$ cat config.mk
export PLATFORM = sky130hd
export DESIGN_NAME = fbik_isqrt
export DESIGN_NICKNAME = d
export VERILOG_FILES = /design/src/hw/rtl/fbik_pkg.sv /design/src/hw/rtl/fbik_isqrt.sv
export SDC_FILE = /design/constraint.sdc
export NUM_CORES = 2
export LEC_CHECK = 0
export BUFFER_PORTS_ARGS = -buffer_cell sky130_fd_sc_hd__buf_2
export CAP_MARGIN = 20
export CORE_MARGIN = 2
export CORE_UTILIZATION = 31
export DETAILED_ROUTE_END_ITERATION = 16
export HOLD_SLACK_MARGIN = 0.06
export PLACE_DENSITY = 0.52
export REMOVE_ABC_BUFFERS = 1
export SLEW_MARGIN = 20
export SYNTH_ARGS = -nofsm -noshare
export SYNTH_HDL_FRONTEND = slang
export SYNTH_MEMORY_MAX_BITS = 65536
export SYNTH_SLANG_ARGS = --single-unit
$ cat constraint.sdc
create_clock -name clk -period 9.2 [get_ports clk]
set_input_delay 1.84 -clock clk [delete_from_list [all_inputs] [get_ports clk]]
set_output_delay 1.84 -clock clk [all_outputs]
set_load 0.05 [all_outputs]
$ cat src/hw/rtl/fbik_pkg.sv
package fbik_pkg;

    localparam int CORDIC_STEPS = 16;

    localparam int LEN_W     = 17;
    localparam int ANG_W     = 16;
    localparam int OUT_W     = 17;
    localparam int CFG_IDX_W = 3;

    localparam logic [CFG_IDX_W-1:0] REG_REAR_LINK     = 3'd0;
    localparam logic [CFG_IDX_W-1:0] REG_REAR_PASSIVE  = 3'd1;
    localparam logic [CFG_IDX_W-1:0] REG_FRONT_PASSIVE = 3'd2;
    localparam logic [CFG_IDX_W-1:0] REG_FRONT_LINK    = 3'd3;
    localparam logic [CFG_IDX_W-1:0] REG_BASE_SPAN     = 3'd4;

    localparam logic signed [31:0] PI_Q28      = 32'sd843314857;
    localparam logic signed [31:0] HALF_PI_Q28 = 32'sd421657428;
    localparam logic signed [32:0] KINV_Q30    = 33'sd652032874;

    localparam int SQRT_W     = 64;
    localparam int SQRT_STEPS = SQRT_W / 2;

    // 3845054676 split in 16-bit halves
    localparam logic [15:0] DEG_K_HI = 16'd58670;
    localparam logic [15:0] DEG_K_LO = 16'd57556;

    localparam logic signed [21:0] FRONT_OFS = 22'sd11520;
    localparam logic signed [21:0] REAR_OFS  = 22'sd34560;

    localparam logic signed [31:0] ATAN_SMALL [10] = '{
        32'sd210828714, 32'sd124459457, 32'sd65760959, 32'sd33381290, 32'sd16755422,
        32'sd8385879, 32'sd4193963, 32'sd2097109, 32'sd1048571, 32'sd524287
    };

    typedef struct packed {
        logic signed [31:0] a;
        logic signed [31:0] b;
        logic signed [31:0] c;
        logic signed [31:0] d;
        logic signed [31:0] e;
        logic signed [31:0] f;
    } coef_t;

    function automatic logic signed [31:0] atan_term(input int unsigned i);
        logic signed [31:0] t;
        if (i < 10)
            t = ATAN_SMALL[i[3:0]];
        else if (i > 28)
            t = '0;
        else
            t = 32'sd1 <<< (28 - i);
        return t;
    endfunction

endpackage

$ cat src/hw/rtl/fbik_isqrt.sv
module fbik_isqrt (
    input  logic                                clk,
    input  logic                                en,
    input  logic [fbik_pkg::SQRT_W-1:0]         radicand,
    output logic [fbik_pkg::SQRT_STEPS-1:0]     root
);
    localparam int W     = fbik_pkg::SQRT_W;
    localparam int STEPS = fbik_pkg::SQRT_STEPS;
    localparam int REM_W = STEPS + 4;

    logic [W-1:0]       v_reg   [0:STEPS-1];
    logic [REM_W-1:0]   rem_reg [0:STEPS-1];
    logic [STEPS-1:0]   q_reg   [0:STEPS-1];

    for (genvar j = 0; j < STEPS; j++) begin : g_step
        logic [W-1:0]       v_in;
        logic [REM_W-1:0]   rem_in;
        logic [STEPS-1:0]   q_in;
        logic [REM_W-1:0]   rem_sh;
        logic [REM_W-1:0]   trial;

        if (j == 0) begin : g_first
            assign v_in   = radicand;
            assign rem_in = '0;
            assign q_in   = '0;
        end
        else begin : g_rest
            assign v_in   = v_reg[j-1];
            assign rem_in = rem_reg[j-1];
            assign q_in   = q_reg[j-1];
        end

        assign rem_sh = {rem_in[REM_W-3:0], v_in[W-1:W-2]};
        assign trial  = REM_W'({q_in, 2'b01});

        always_ff @(posedge clk)
        begin
            if (en)
            begin
                v_reg[j] <= v_in << 2;
                if (rem_sh >= trial)
                begin
                    rem_reg[j] <= rem_sh - trial;
                    q_reg[j]   <= {q_in[STEPS-2:0], 1'b1};
                end
                else
                begin
                    rem_reg[j] <= rem_sh;
                    q_reg[j]   <= {q_in[STEPS-2:0], 1'b0};
                end
            end
        end
    end

    assign root = q_reg[STEPS-1];

endmodule

### Yosys cells after proc, flatten, opt, wreduce, memory -nomap -nowiden

Memory sizes are Yosys's and may differ from the RTL's.
Index checks and enable logic that the tools add are counted.

* add/sub/neg operators: 32
* order comparisons: 32
* muxes and demuxes: 258
* bitwise gates (word level): 64

Operators with widths (count)
* 2-to-1 mux 36 bit: 32
* >= comparator 36 x 34 -> 1 bit: 31
* subtractor 36 x 34 -> 36 bit: 31
* 2-to-1 mux 32 bit: 32
* 2-to-1 mux 1 bit: 194
* OR 1 bit: 64
* subtractor 2 x 1 -> 3 bit (second input constant): 1
* >= comparator 2 x 1 -> 1 bit (second input constant): 1

* flip-flop bits (word level): 0
* RAM bits: 4160
* bits of input ports: 66
* output and inout port bits: 32
* logic and storage cells: 389
* memories: 3

Memories
* v_reg: words 32, width 62, rd ports 31, clocked after memory_dff 0, wr ports 32, line fbik_isqrt.sv:11 `logic [W-1:0] v_reg [0:STEPS-1];`
* rem_reg: words 32, width 36, rd ports 31, clocked after memory_dff 0, wr ports 32, line fbik_isqrt.sv:12 `logic [REM_W-1:0] rem_reg [0:STEPS-1];`
* q_reg: words 32, width 32, rd ports 32, clocked after memory_dff 0, wr ports 32, line fbik_isqrt.sv:13 `logic [STEPS-1:0] q_reg [0:STEPS-1];`

### Logic depth before layout (Yosys ltp)

An unclocked memory read counts as a cell.

* word-level depth: 6
* depth in mapped cells: 14
* mapped depth without buffers: 13

### Least setup slack after synthesis

No wires, ideal clock.

* kind: input -> register
* start point: input en
* end point: memory q_reg[1][320] in the netlist's numbering, enable pin
* setup time: 0.440 ns
* arrival time: 4.886 ns
* required time: 8.760 ns
* path slack: 3.873 ns
* cell stages on the path: 5
* buffers on the path: 5
* path through: clkdlybuf4s50_2 clkbuf_1 clkbuf_1 clkbuf_1 clkbuf_1

RTL lines
* start: declaration: line fbik_isqrt.sv:3 `input logic en,`
* end: declaration: line fbik_isqrt.sv:13

==> flow_summary.yaml <==
status:
  outcome: "finished clean"
critical_path:
  crit_end_element: "flip-flop"
  source_of_the_critical_timing_path: "en"
  worst_ep_required_time_ps: 9840
  cp.arrival_ps: 5320
  worst-path-max-fanout: 162
  timing.rr.end: "rem_reg[1][393]$_DFFE_PP_"
  ff2ff_path_depth: 14
  r2r_start: "q_reg[1][288]$_DFFE_PP_"
  worstSetupStartpointType: "input port"
  rrSetupSlack_ps: 4710
  critPathKind: "input port to flip-flop"
power_and_ir_drop:
  power.share.switching_pct: 28.8
  report.power.total_mw: 34.0
  seqPwrFrac_pct: 46.0
  total_switching_power_mw: 9.81
  pwr_density_cell_mw_per_mm2: 254
  power_leakage_nw: 50.1
  power.internal_mw: 24.2
  share_clk_of_total_power_pct: 34.5
  power.share.combinational_pct: 19.5
  peakVddDrop_mv: 0.148
yosys:
  synth.distinct_cells: 93
  synth_area_per_inst_sq_um: 12.9
  yosys.area.top_type: "edfxtp_1"
  netlist_instances: 9111
  synth.yosys.seq_area_share_pct: 64.5
  postSynth.topFlopCell: "edfxtp_1"
  async_flop_share_pct: 0
  yosys_warnings: 0
  synthMostInstantiatedCell: "edfxtp_1"
  synth-seq-cells: 2523
  yosys-top-cells-count: "edfxtp_1 (2,522), nand2_1 (713), inv_1 (705)"
  synth.top_cell.area_share_pct: 64.5
  ys_top_cells_by_area: "edfxtp_1 (64%), ha_1 (6.0%), xor2_1 (3.2%)"
  synth-edff-count: 2522
  post_synth_instance_area_sq_mm: 0.117
floorplanning:
  floorplan.initialDensity_pct: 31.1
  die_h_um: 620
  ports_placed_on_the_boundary: 98
  die_width_um: 620
  fp.coreArea_sq_mm: 0.378
  design.die.area_sq_mm: 0.384
  floorplan.rows: 226
global_route:
  grt_overflow_total: 0
  pin_count_of_the_biggest_net_entering_global_routing: 177
  grt_usage_pct: 13.0
  antenna_violations_before_repair: 4
  via_count_of_the_first_global_routing_pass: 70800
  grt_first_pass_wirelength_um: 398000
worst_hold_path:
  holdCritStartpoint: "v_reg[1][303]$_DFFE_PP_"
  worst_hold_path.endpoint: "v_reg[1][367]$_DFFE_PP_"
  hold_path_depth: 0
  path_category_of_the_worst_min_delay_check: "flip-flop to flip-flop"
layout:
  drive_above_1_share_pct: 7.81
  flow.area_growth_from_synthesis_pct: 13.9
  final_cells: 14600
  largest_register_ffs: 1003
  finish.net_count: 10000
  core_occupancy_in_the_finished_layout_pct: 35.4
  n_fill_cell: 36300
routing:
  antenna_left: 0
  drt-vias-per-instance: 4.75
  drt-initial-drc-count: 4388
  drc: 0
  detail_route.first_pass.iterations: 6
  wl_per_cell_um: 17.3
  vias: 69500
  totalWireLength_um: 253000
clock_tree:
  cts.sink_count: 2523
  postCtsResizedCells: 0
  clkTransAtPathRegs_ps: 60
  cts_post_setup_buffers_inserted: 0
  cts.hold.buffers_added: 0
  number_of_h_tree_branching_levels: 5
  worstSkewPairLatency_ps: 920
  ctsLongestPathBuffers: 4
  numCtsBuffers: 301
  ctsRootBufferMaster: "clkbuf_16"
  tritoncts: "built"
timing:
  finalCritPeriodShare_pct: 50.8
  worstMarginPinSlew_ps: 1120
  setup-violations-final: 0
  slew_headroom_pct: 25.4
  finalHoldViolCount: 0
  timing.final.ws_setup_ps: 4530
  fin_skew_ps: 57.6
  max_freq_ghz: 0.214
  slew_violations: 0
  period_needed_ps: 4670
  setup_tns_ps: 0
  setup_repair_after_global_routing_missed_its_margin: "no"
place:
  gp_congestion: 0.883
  place.detailed.instances: 14100
  detailedPlace.worstSlack_ps: 3510
  numPortBuffers: 97
  dp_hpwl_um: 180000
run:
  drv.max_cap_violation_count: 0
## cells in the final DEF, fill, tap and decap left out, types with 25 or more instances in the layout
cell type,count
a211oi_1,39
or3_1,111
nor4b_1,25
xor2_1,434
and2_1,46
edfxtp_1,2522
clkinv_2,46
nand3b_1,32
or2_2,63
a21boi_0,41
o21bai_1,36
inv_1,705
nand3_1,147
nor2_1,442
bufinv_16,25
and3_1,52
mux2_2,33
a31oi_1,38
o31ai_1,48
or4_1,40
o21ai_0,589
a21oi_1,471
o21a_1,111
buf_2,96
nand4_1,85
nor3_1,254
clkinv_1,61
buf_4,45
clkbuf_16,305
clkbuf_1,46
nand2_1,713
nor4_1,100
ha_1,563
xnor2_1,398
nand2b_1,131
a21o_1,278
nor2b_1,77
## through the flow
stage	hold WS [ps]	cell area, sq um
2_1_floorplan	400	117000
3_3_place_gp	400	124000
3_5_place_dp	405	124000
4_1_cts	392	134000
5_1_grt	399	134000
6_report	409	134000
## power by group through the flow
| stage | sequential, mW | clock (mW) | combinational (mW) |
|---|---|---|---|
| 6_report | 15.7 | 11.7 | 6.63 |
| 5_1_grt | 15.8 | 12.6 | 7.47 |
| 4_1_cts | 15.7 | 12.2 | 6.66 |
| 3_5_place_dp | 15.9 | 0 | 6.62 |
| 3_3_place_gp | 15.9 | 0 | 6.50 |
| 2_1_floorplan | 15.4 | 0 | 4.92 |
## critical path, stage by stage
cell and delay [ps]:
buf_12 250, buf_12 610, or4b_2 690, or4_4 550, nor4_4 720, nor4_1 150, xor2_1 180
## metal layers
metal | track usage (%) | share of wire [%] | vias to the layer above | wire, um
met5 | 0 | 0 | - | 0
met4 | 5.87 | 4.6 | 0 | 11700
met3 | 1.74 | 3.2 | 549 | 8100
met2 | 23.8 | 51 | 1205 | 130000
met1 | 14.9 | 41 | 33700 | 104000
li1 | - | - | 34100 | -
## worst max-delay path by stage
stage / to / slack, ps / depth (start not counted)
floorplan: rem_reg[1][499]$_DFFE_PP_ / 2300 / 5
global placement: rem_reg[0][268]$_DFFE_PP_ / 3580 / 7
detailed placement: rem_reg[0][175]$_DFFE_PP_ / 3510 / 9
CTS: rem_reg[0][268]$_DFFE_PP_ / 4530 / 7
global route: rem_reg[0][268]$_DFFE_PP_ / 4340 / 7
finish: rem_reg[0][268]$_DFFE_PP_ / 4530 / 7
## layout make-up
class,count,area [sq um],share of cell area [%]
clock buffers,351,7800,5.83
inverters,706,2650,1.98
well taps,5016,6280,4.69
flip-flops and latches,2523,75800,56.6
multi-input cells,5687,38400,28.7
clock inverters,191,1980,1.48
diodes,2,5.00,0.00374
repair buffers,152,1040,0.776
## kinds of logic (layout without fill, tap and decap cells)
logic type,Yosys count,in the layout,synth area share [%]
muxes,43,43,0.402
buffers and inverters,901,1400,2.93
other,0,2,0
and+or+nand+nor,2418,2418,10.4
AOI/OAI and AO/OA,1831,1831,9.61
adders and majority gates,563,563,6.00
xor gates and xnor gates,832,832,6.20
DFF,2523,2523,64.5
Note: power is estimated with default switching activity, not from simulation.
